$ cat src/rtl/core/flcp_pkg.sv
package flcp_pkg;

    typedef enum logic [2:0] {
        OP_CLEAR  = 3'd0,
        OP_PIXEL  = 3'd1,
        OP_LINE   = 3'd2,
        OP_CIRCLE = 3'd3,
        OP_READ   = 3'd4
    } t_op;

    typedef enum logic [3:0] {
        ST_INIT,
        ST_IDLE,
        ST_DECODE,
        ST_CLEAR,
        ST_PLOT_RD,
        ST_PLOT_WR,
        ST_STEP,
        ST_READ,
        ST_READ_WAIT,
        ST_OUT
    } t_state;

    // plot source: single pixel, line point, or circle point in one of eight octants
    typedef enum logic [1:0] {
        SRC_PIXEL,
        SRC_LINE,
        SRC_CIRCLE
    } t_src;

    typedef struct packed {
        logic       load;       // latch input item
        logic       clr_start;  // reset clear address
        logic       clr_write;  // write zero at clear address, advance
        logic       plot_rd;    // compute plot address, issue read
        logic       plot_wr;    // modify and write back
        logic       step;       // advance line / circle / octant
        logic       rd_issue;   // issue read of read_index
        logic       rd_latch;   // capture read data
        logic       out_zero;   // result is zero
        t_src       src;
    } t_cmd;

    typedef struct packed {
        t_op  op;
        logic clr_done;
        logic draw_done;  // last pixel of line/circle already plotted
    } t_status;

endpackage

$ cat src/rtl/core/flcp_ctrl.sv
module flcp_ctrl
    import flcp_pkg::*;
(
    input  logic    i_clk,
    input  logic    i_rst_n,
    input  logic    i_in_fire,
    input  logic    i_out_fire,
    input  t_status i_status,
    output t_cmd    o_cmd,
    output logic    o_busy,
    output logic    o_out_valid
);

    t_state r_state, n_state;
    t_src   r_src, n_src;

    always_ff @(posedge i_clk) begin
        if (!i_rst_n) begin
            r_state <= ST_INIT;
            r_src   <= SRC_PIXEL;
        end else begin
            r_state <= n_state;
            r_src   <= n_src;
        end
    end

    always_comb begin
        n_state = r_state;
        n_src   = r_src;
        unique case (r_state)
            ST_INIT:      if (i_status.clr_done) n_state = ST_IDLE;
            ST_IDLE:      if (i_in_fire) n_state = ST_DECODE;
            ST_DECODE: begin
                unique case (i_status.op)
                    OP_CLEAR:  n_state = ST_CLEAR;
                    OP_PIXEL:  begin n_state = ST_PLOT_RD; n_src = SRC_PIXEL;  end
                    OP_LINE:   begin n_state = ST_PLOT_RD; n_src = SRC_LINE;   end
                    OP_CIRCLE: begin n_state = ST_PLOT_RD; n_src = SRC_CIRCLE; end
                    OP_READ:   n_state = ST_READ;
                    default:   n_state = ST_OUT;
                endcase
            end
            ST_CLEAR:     if (i_status.clr_done) n_state = ST_OUT;
            ST_PLOT_RD:   n_state = ST_PLOT_WR;
            ST_PLOT_WR:   n_state = (r_src == SRC_PIXEL) ? ST_OUT : ST_STEP;
            ST_STEP:      n_state = i_status.draw_done ? ST_OUT : ST_PLOT_RD;
            ST_READ:      n_state = ST_READ_WAIT;
            ST_READ_WAIT: n_state = ST_OUT;
            ST_OUT:       if (i_out_fire) n_state = ST_IDLE;
            default:      n_state = ST_INIT;
        endcase
    end

    always_comb begin
        o_cmd           = '0;
        o_cmd.src       = r_src;
        o_cmd.load      = (r_state == ST_IDLE) && i_in_fire;
        o_cmd.clr_start = (r_state == ST_DECODE);
        o_cmd.clr_write = (r_state == ST_INIT) || (r_state == ST_CLEAR);
        o_cmd.plot_rd   = (r_state == ST_PLOT_RD);
        o_cmd.plot_wr   = (r_state == ST_PLOT_WR);
        o_cmd.step      = (r_state == ST_STEP);
        o_cmd.rd_issue  = (r_state == ST_READ);
        o_cmd.rd_latch  = (r_state == ST_READ_WAIT);
        o_cmd.out_zero  = (r_state == ST_DECODE);
        o_busy          = (r_state != ST_IDLE);
        o_out_valid     = (r_state == ST_OUT);
    end

endmodule

$ cat config.mk
export PLATFORM = sky130hd
export DESIGN_NAME = flcp_ctrl
export DESIGN_NICKNAME = d
export VERILOG_FILES = /design/src/rtl/core/flcp_pkg.sv /design/src/rtl/core/flcp_ctrl.sv
export SDC_FILE = /design/constraint.sdc
export NUM_CORES = 1
export LEC_CHECK = 0
export BUFFER_PORTS_ARGS = -buffer_cell sky130_fd_sc_hd__buf_2
export CORE_AREA = 2 2 40 42
export DETAILED_ROUTE_END_ITERATION = 7
export DIE_AREA = 0 0 42 44
export PLACE_DENSITY_LB_ADDON = 0.12
export SETUP_SLACK_MARGIN = 0.15
export SLEW_MARGIN = 20
export SYNTH_ARGS = -nofsm -noshare
export SYNTH_HDL_FRONTEND = slang
export SYNTH_SLANG_ARGS = --single-unit
$ cat constraint.sdc
create_clock -name i_clk -period 1.6 [get_ports i_clk]
set_input_delay 0.32 -clock i_clk [delete_from_list [all_inputs] [get_ports i_clk]]
set_output_delay 0.32 -clock i_clk [all_outputs]
set_load 0.05 [all_outputs]
* Word-level counts from Yosys, hierarchy flattened *
Index checks and enable logic that the tools add are counted.

cells by class
  muxes and demuxes = 9
  bitwise gates (word level) = 0
  reduce and logical (&&, ||, !) cells = 9
  multiply operators = 0
  add/subtract/negate cells = 0
  equal/unequal tests = 18
  order comparisons = 0
  div/mod/pow operators = 0
  shift operators = 0

operators with widths
  cell                                                                     number
  4-bit case mux with 10 select lines                                      1
  4-bit two-way mux                                                        6
  4-bit by 3-bit equality test with 1-bit output, second input constant    4
  4-bit case mux with 3 select lines                                       1
  4-bit by 2-bit equality test with 1-bit output, second input constant    2
  4-bit equality test, second input constant                               2
  2-bit inequality test, second input constant                             4
  3-bit by 2-bit equality test with 1-bit output, second input constant    2
  2-bit case mux with 3 select lines                                       1
  4-bit by 1-bit equality test with 1-bit output, second input constant    1
  4-bit zero test                                                          1
  4-bit by 1-bit inequality test with 1-bit output, second input constant  1
  4-bit AND reduction                                                      1
  3-bit by 1-bit equality test with 1-bit output, second input constant    1
  3-bit equality test, second input constant                               1
  3-bit zero test                                                          1
  3-bit nonzero test                                                       1
  3-bit OR reduction                                                       1
  2-bit zero test                                                          1
  2-bit AND reduction                                                      1
  1-bit logical AND                                                        1
  1-bit logical OR                                                         1

word-level totals
  ROM bits = 0
  logic and storage cells = 38
  bits in latches = 0
  input bits = 9
  output and inout bits = 13
  bits in registers = 6
  memories kept = 0
  RAM bits = 0

* Longest topological paths before layout *
Gate-level depths: netlist (run 1).

  depth in word-level cells = 4
  mapped depth = 7
  gate-level depth less buffers = 5

* Worst setup path before layout (run 1) *
OpenSTA, ideal clock, no wires.

  kind = reg-to-reg
  start = register r_state[0]
  end = register r_state[0]
  path slack = -1.214 ns
  clock period less this slack = 2.814 ns
  required time = 1.514 ns
  arrival = 2.728 ns
  stages on the path, launching flop included = 7
  buffers on the path = 1
  cells stage by stage = dfxtp_1 -> clkbuf_2 -> nor4b_1 -> inv_1 -> o211ai_2 -> a211oi_1 -> o31ai_2

RTL lines
  element                 line             text
  start, declared         flcp_ctrl.sv:14  t_state r_state, n_state;
  start signal, assigned  flcp_ctrl.sv:22  r_state <= n_state;

* Worst setup path after layout (run 1) *
  start = register r_state[2]
  end = output o_out_valid

between the ends
  word-level cells in the longest chain between the ends = 1

ends and longest elaborated chain
  element              line             text
  4-bit equality test  flcp_ctrl.sv:67  o_out_valid = (r_state == ST_OUT);
  end, declared        flcp_ctrl.sv:11  output logic o_out_valid

Every way passes these cells.

==> results.ini, run 1 <==
[run_status]
status=finished, violations left
violations=setup timing

[floorplan]
io_pins=22
rows=14
die_w_um=42
die_h_um=44
die_area_um2=1850
core_area_um2=1420
initial_utilization_pct=36.9

[logic_synthesis]
syn-num-nets=83
ys_seq_elements=6
synth_xor_area_share_pct=3.34
syn_inst=74
synth_compound_area_share_pct=27.0
synth_seq_area_share_pct=22.9
synthMuxAreaShare_pct=2.15
syn_area_um2=524
yosysWarnings=0
synth_ff_type=dfxtp_1
yosys.area_share.simple_pct=37.0
syn_avg_cell_area_um2=7.08
synth_adder_area_share_pct=0
synth_cell_types=34
synth_edf_count=0
synth_async_sr_flop_share_pct=0
synth_top_family_by_area=simple AND/OR/NAND/NOR gates

[sta]
worst_pin_slew_ns=0.363
min_period_over_period_pct=101
fin_hold_ws_ns=0.334
drv_slew=0
fmax_mhz=621
setup_viol=1
rsz0062_at_grt=yes
finalCriticalPeriod_ns=1.61
fin_ws_ns=-0.0108
clock_skew_ns=0.00489
hold_viol_final=0
max_slew_margin_pct=75.5

[detailed_routing]
drtIter0Drc=52
wl_um=2540
vias_per_cell=6.05
firstDrtPassIters=4
drcViolationCount=0
drtAntennaViolNets=0
wl_per_cell_um=18.5
num_vias=829

[power]
p_leak_nw=0.507
ir_worst_vdd_mv=1.17
powerDensity_nw_per_um2=1570

[worst_setup_path]
worst-path-max-fanout=7
cpLargestDelayFamily=simple AND/OR/NAND/NOR gates
critical_path.max_stage_delay_ns=0.35
worst-endpoint-arrival_ns=1.29
required_ns=1.28
criticalPathCategory=reg2out
r2r_cells=5
worst_path_max_delay_cell=dfxtp_4
worst_setup_path_start_kind=flop
cp_cell_sequence=buf_12 > nor2b_4 > nor3b_4 > buf_6
cp_num_cells=4
critical_path_buf_inv_count=2
cp-end-kind=primary output

[layout]
fin_cells=137
drive_above_1_share_pct=72.7
syn2layout_area_growth_pct=138
diodes=0
fin_nets=132
design_area_um2=1250

[worst_hold_path]
min_path_cells=2
hold_class=in2reg

[clock_network]
clock_sinks=6
cts_tree=yes
cts-root-buf=clkbuf_4
clock_latency_ns=0.24
htreeDepth=1
cts_made_buffers=3
clk_pin_slew_ns=0.04
cts.path.max_buffers=2

[placement]
dp_hpwl_um=1210
finalWeightedCongestion=0.873
dp_cells=115
post-place-ws_ns=0.0577
dpl-instance-area_um2=830
port_buffers=21

[global_routing]
antenna_found_initial=0
grt_first_pass_wirelength_um=3770
track_usage_pct=27.0
overflow=0
grt_max_degree=10
first_global_vias=811

[flow_run]
cap_violations=0

[cell families (layout without fill, tap and decap cells)]
| logic type | count (synthesis) | count (layout) |
|---|---|---|
| AND/OR/NAND/NOR | 36 | 36 |
| AO/OA/AOI/OAI | 20 | 20 |
| buffers and inverters | 9 | 56 |
| flip-flops | 6 | 6 |
| XOR/XNOR | 2 | 2 |
| multiplexers | 1 | 1 |
[cells in the mapped netlist (2+ instances only)]
library cell  number  area share, %
a211oi_1           2            2.9
dfxtp_1            6             23
nor3b_1            2            2.9
a21oi_1            6            5.7
or3_1              2            2.4
clkbuf_1           3            2.1
nor3_1             6            5.7
nand2_1            4            2.9
nor2b_1            3            3.6
o21ai_0            3            2.9
inv_1              3            2.1
nand2b_1           4            4.8
nand3_1            2            1.9
nor2_1             8            5.7
[layout make-up]
cell class,count,area [µm²]
multi-input combinational,59,601
timing repair buffer,50,458
fill,62,170
sequential,6,136
clock buffer,3,22.5
tap,16,20.0
inverter,3,11.3
[registers in the layout (all words and copies together), names as in the netlist]
register  flops
r_state       4
r_src         2
[placed cells by master (no fill, tap or decap), types with 4 or more instances in the layout]
cell type,n
nor2_1,5
dfxtp_4,4
nor3_4,5
buf_2,10
buf_6,18
buf_4,18
[per-stage QoR]
stage / util, % / setup TNS [ns] / power, W
floorplan: - / -0.381 / 0.00104
global placement: 58.5 / 0 / 0.00115
detailed placement: 58.5 / 0 / 0.00115
CTS: 78.9 / -0.0000766 / 0.00170
global route: 88.0 / -0.220 / 0.00205
finish: 88.0 / -0.0108 / 0.00196
[final timing paths]
| check | startpoint | end | slack (ns) |
|---|---|---|---|
| worst max-delay path | r_state[2] | o_out_valid | -0.01 |
| worst min-delay path | i_status[2] | r_src[0] | 0.33 |
| worst max register to register | r_state[2] | r_state[0] | 0.01 |
| worst min register to register | r_src[1] | r_src[1] | 0.50 |
[where the power goes]
group	internal [W]	switching, W
Sequential	0.000190	0.0000520
Combinational	0.000762	0.000817
Clock	0.0000850	0.0000563
[timing repair]
item	4_1_cts	5_1_grt
endpoints found under the hold margin	0	0
setup endpoints to repair	16	17
gates resized for setup	42	22
setup buffers	15	4
hold buffers	0	0
pin swaps	9	6
[layer usage]
layer  wire [µm]  vias up  global-route usage (%)
met5           0        -                       0
li1            -      371                       -
met4          91        0                    7.74
met2        1320       53                    48.4
met1         966      387                    32.7
met3         164       18                    5.42
(Power assumes the default switching activity.)
==> inputs of run 2 (changes only) <==
--- a/config.mk
+++ b/config.mk
@@ -9,7 +9,7 @@
 export CORE_AREA = 2 2 40 42
 export DETAILED_ROUTE_END_ITERATION = 7
 export DIE_AREA = 0 0 42 44
-export PLACE_DENSITY_LB_ADDON = 0.12
+export PLACE_DENSITY = 0.65
 export SETUP_SLACK_MARGIN = 0.15
 export SLEW_MARGIN = 20
 export SYNTH_ARGS = -nofsm -noshare
==> run 2 against run 1 <==
Compared with the run above: largest cell class unchanged; cell area fell by 1.4%; setup slack worse by 0.049 ns; clock power up 16%; combinational power decreased by 5%; via count is 3.4% higher; sequential power up 2%; the flow still finishes with violations (setup timing); cell count is 2.2% higher; core utilization is 1.2 points lower.
==> results.ini, run 2 (synthesis gave the netlist of run 1 again) <==
[run_status]
status=finished, violations left
violations=setup timing

[floorplan]
die_w_um=42  ; unchanged
io_pins=22  ; unchanged
rows=14  ; unchanged
core_area_um2=1420  ; unchanged
die_area_um2=1850  ; unchanged
initial_utilization_pct=36.9  ; unchanged
die_h_um=44  ; unchanged

[power]
ir_worst_vdd_mv=1.13  ; -2.7%
p_leak_nw=0.501  ; -1.2%
p_total_w=0.00191  ; -2.8%
powerDensity_nw_per_um2=1550  ; -1.4%

[global_routing]
grt_first_pass_wirelength_um=3480  ; -7.5%
first_global_vias=758  ; -6.5%
grt_max_degree=8  ; -2
overflow=0  ; unchanged
track_usage_pct=26.3  ; -0.74 points
antenna_found_initial=0  ; unchanged

[worst_setup_path]
worst_setup_path_start_kind=flop
required_ns=1.28  ; about the same
worst-path-max-fanout=5  ; -2
criticalPathCategory=reg2out
cp-end-kind=primary output
worst-endpoint-arrival_ns=1.34  ; +0.05 ns
reg2reg_setup_slack_ns=-0.04  ; -0.05 ns

[detailed_routing]
firstDrtPassIters=4  ; unchanged
drtAntennaViolNets=0  ; unchanged
wl_um=2720  ; +7.1%
drcViolationCount=0  ; unchanged
drtIter0Drc=35  ; -33%
vias_per_cell=6.12  ; +1.2%
num_vias=857  ; +3.4%
wl_per_cell_um=19.4  ; +4.8%

[sta]
fin_ws_ns=-0.0595  ; -0.0487 ns
worst_pin_slew_ns=0.379  ; +0.0157 ns
finalSetupTns_ns=-0.242  ; -0.231 ns
hold_viol_final=0  ; unchanged
setup_viol=7  ; +6
fmax_mhz=603  ; -2.9%
rsz0062_at_grt=yes
drv_slew=0  ; unchanged
max_slew_margin_pct=74.4  ; -1.1 points
finalCriticalPeriod_ns=1.66  ; +0.0487 ns
min_period_over_period_pct=104  ; +3.0 points
clock_skew_ns=0.0115  ; +0.00666 ns

[layout]
layout.cells.most_common_list=21 x buf_4, 18 x buf_6, 10 x buf_2
reg.largest.list=r_state: 4 flops, r_src: 2 flops
syn2layout_area_growth_pct=135
drive_above_1_share_pct=69.4  ; -3.4 points
fillers=80  ; +29%
fin_nets=135  ; +2.3%
top_register=r_state
largest_register_ffs=4  ; unchanged
final_common_cell=buf_4
design_area_um2=1230  ; -1.4%
diodes=0  ; unchanged

[placement]
finalWeightedCongestion=0.884  ; +1.3%
dpl-instance-area_um2=840  ; +1.2%
dp_hpwl_um=1250  ; +3.7%
port_buffers=21  ; unchanged

[worst_hold_path]
hold_class=in2reg

[clock_network]
cts_tree=yes
cts-root-buf=clkbuf_4
clock_latency_ns=0.27  ; +0.03 ns
clock_sinks=6  ; unchanged
htreeDepth=1  ; unchanged
cts_made_buffers=3  ; unchanged
clk_pin_slew_ns=0.06  ; +0.02 ns
cts.path.max_buffers=2  ; unchanged

[flow_run]
cap_violations=0  ; unchanged

run 2: final timing paths:
| check | from | end | depth (start not counted) |
|---|---|---|---|
| worst max-delay path | r_state[2] | o_out_valid | 4 |
| worst min-delay path | i_status[2] | r_src[0] | 2 |
| worst max register to register | r_state[3] | r_state[1] | 6 |
| worst min register to register | r_src[1] | r_src[1] | 2 |
run 2: critical path, stage by stage, from the launching register on:
cell and delay [ns]:
dfxtp_4 0.36, buf_6 0.13, nor2b_4 0.14, nor3b_4 0.24, buf_6 0.19
run 2: repair_timing:
item	CTS	global route
cloned	0	0
hold buffers	0	0
pin swaps	7	5
setup buffers	13	6
gates resized for setup	34	21
hold endpoints to repair	0	0
endpoints found under the setup margin	14	16
run 2: layout make-up:
class | count | area [µm²] | area share (%)
Multi-Input combinational cell | 59 | 563 | 45.7
Timing Repair Buffer | 53 | 480 | 39.0
Sequential cell | 6 | 134 | 10.9
Clock buffer | 3 | 22.5 | 1.83
Tap cell | 16 | 20.0 | 1.63
Inverter | 3 | 11.3 | 0.915
run 2: per-layer routing:
metal	global-route usage, %	vias to the layer above	share of wire (%)
met5	0	-	0
li1	-	370	-
met1	27.1	405	35
met2	44.1	64	53
met3	5.00	18	7.1
met4	26.5	0	5.7
run 2: metrics by stage:
step | utilization [%] | std cells | hold slack [ns] | setup slack (ns)
2_1_floorplan | - | 74 | 0.417 | -0.119
3_3_place_gp | 59.2 | 118 | 0.444 | 0.0454
3_5_place_dp | 59.2 | 118 | 0.463 | 0.0444
4_1_cts | 77.4 | 134 | 0.286 | -0.0000759
5_1_grt | 86.8 | 140 | 0.308 | -0.123
6_report | 86.8 | 140 | 0.297 | -0.0595
run 2: where the power goes:
| group | switching [W] | internal (W) | total, W |
|---|---|---|---|
| logic | 0.000796 | 0.000702 | 0.00150 |
| registers | 0.0000564 | 0.000190 | 0.000246 |
| clock network | 0.0000767 | 0.0000863 | 0.000163 |
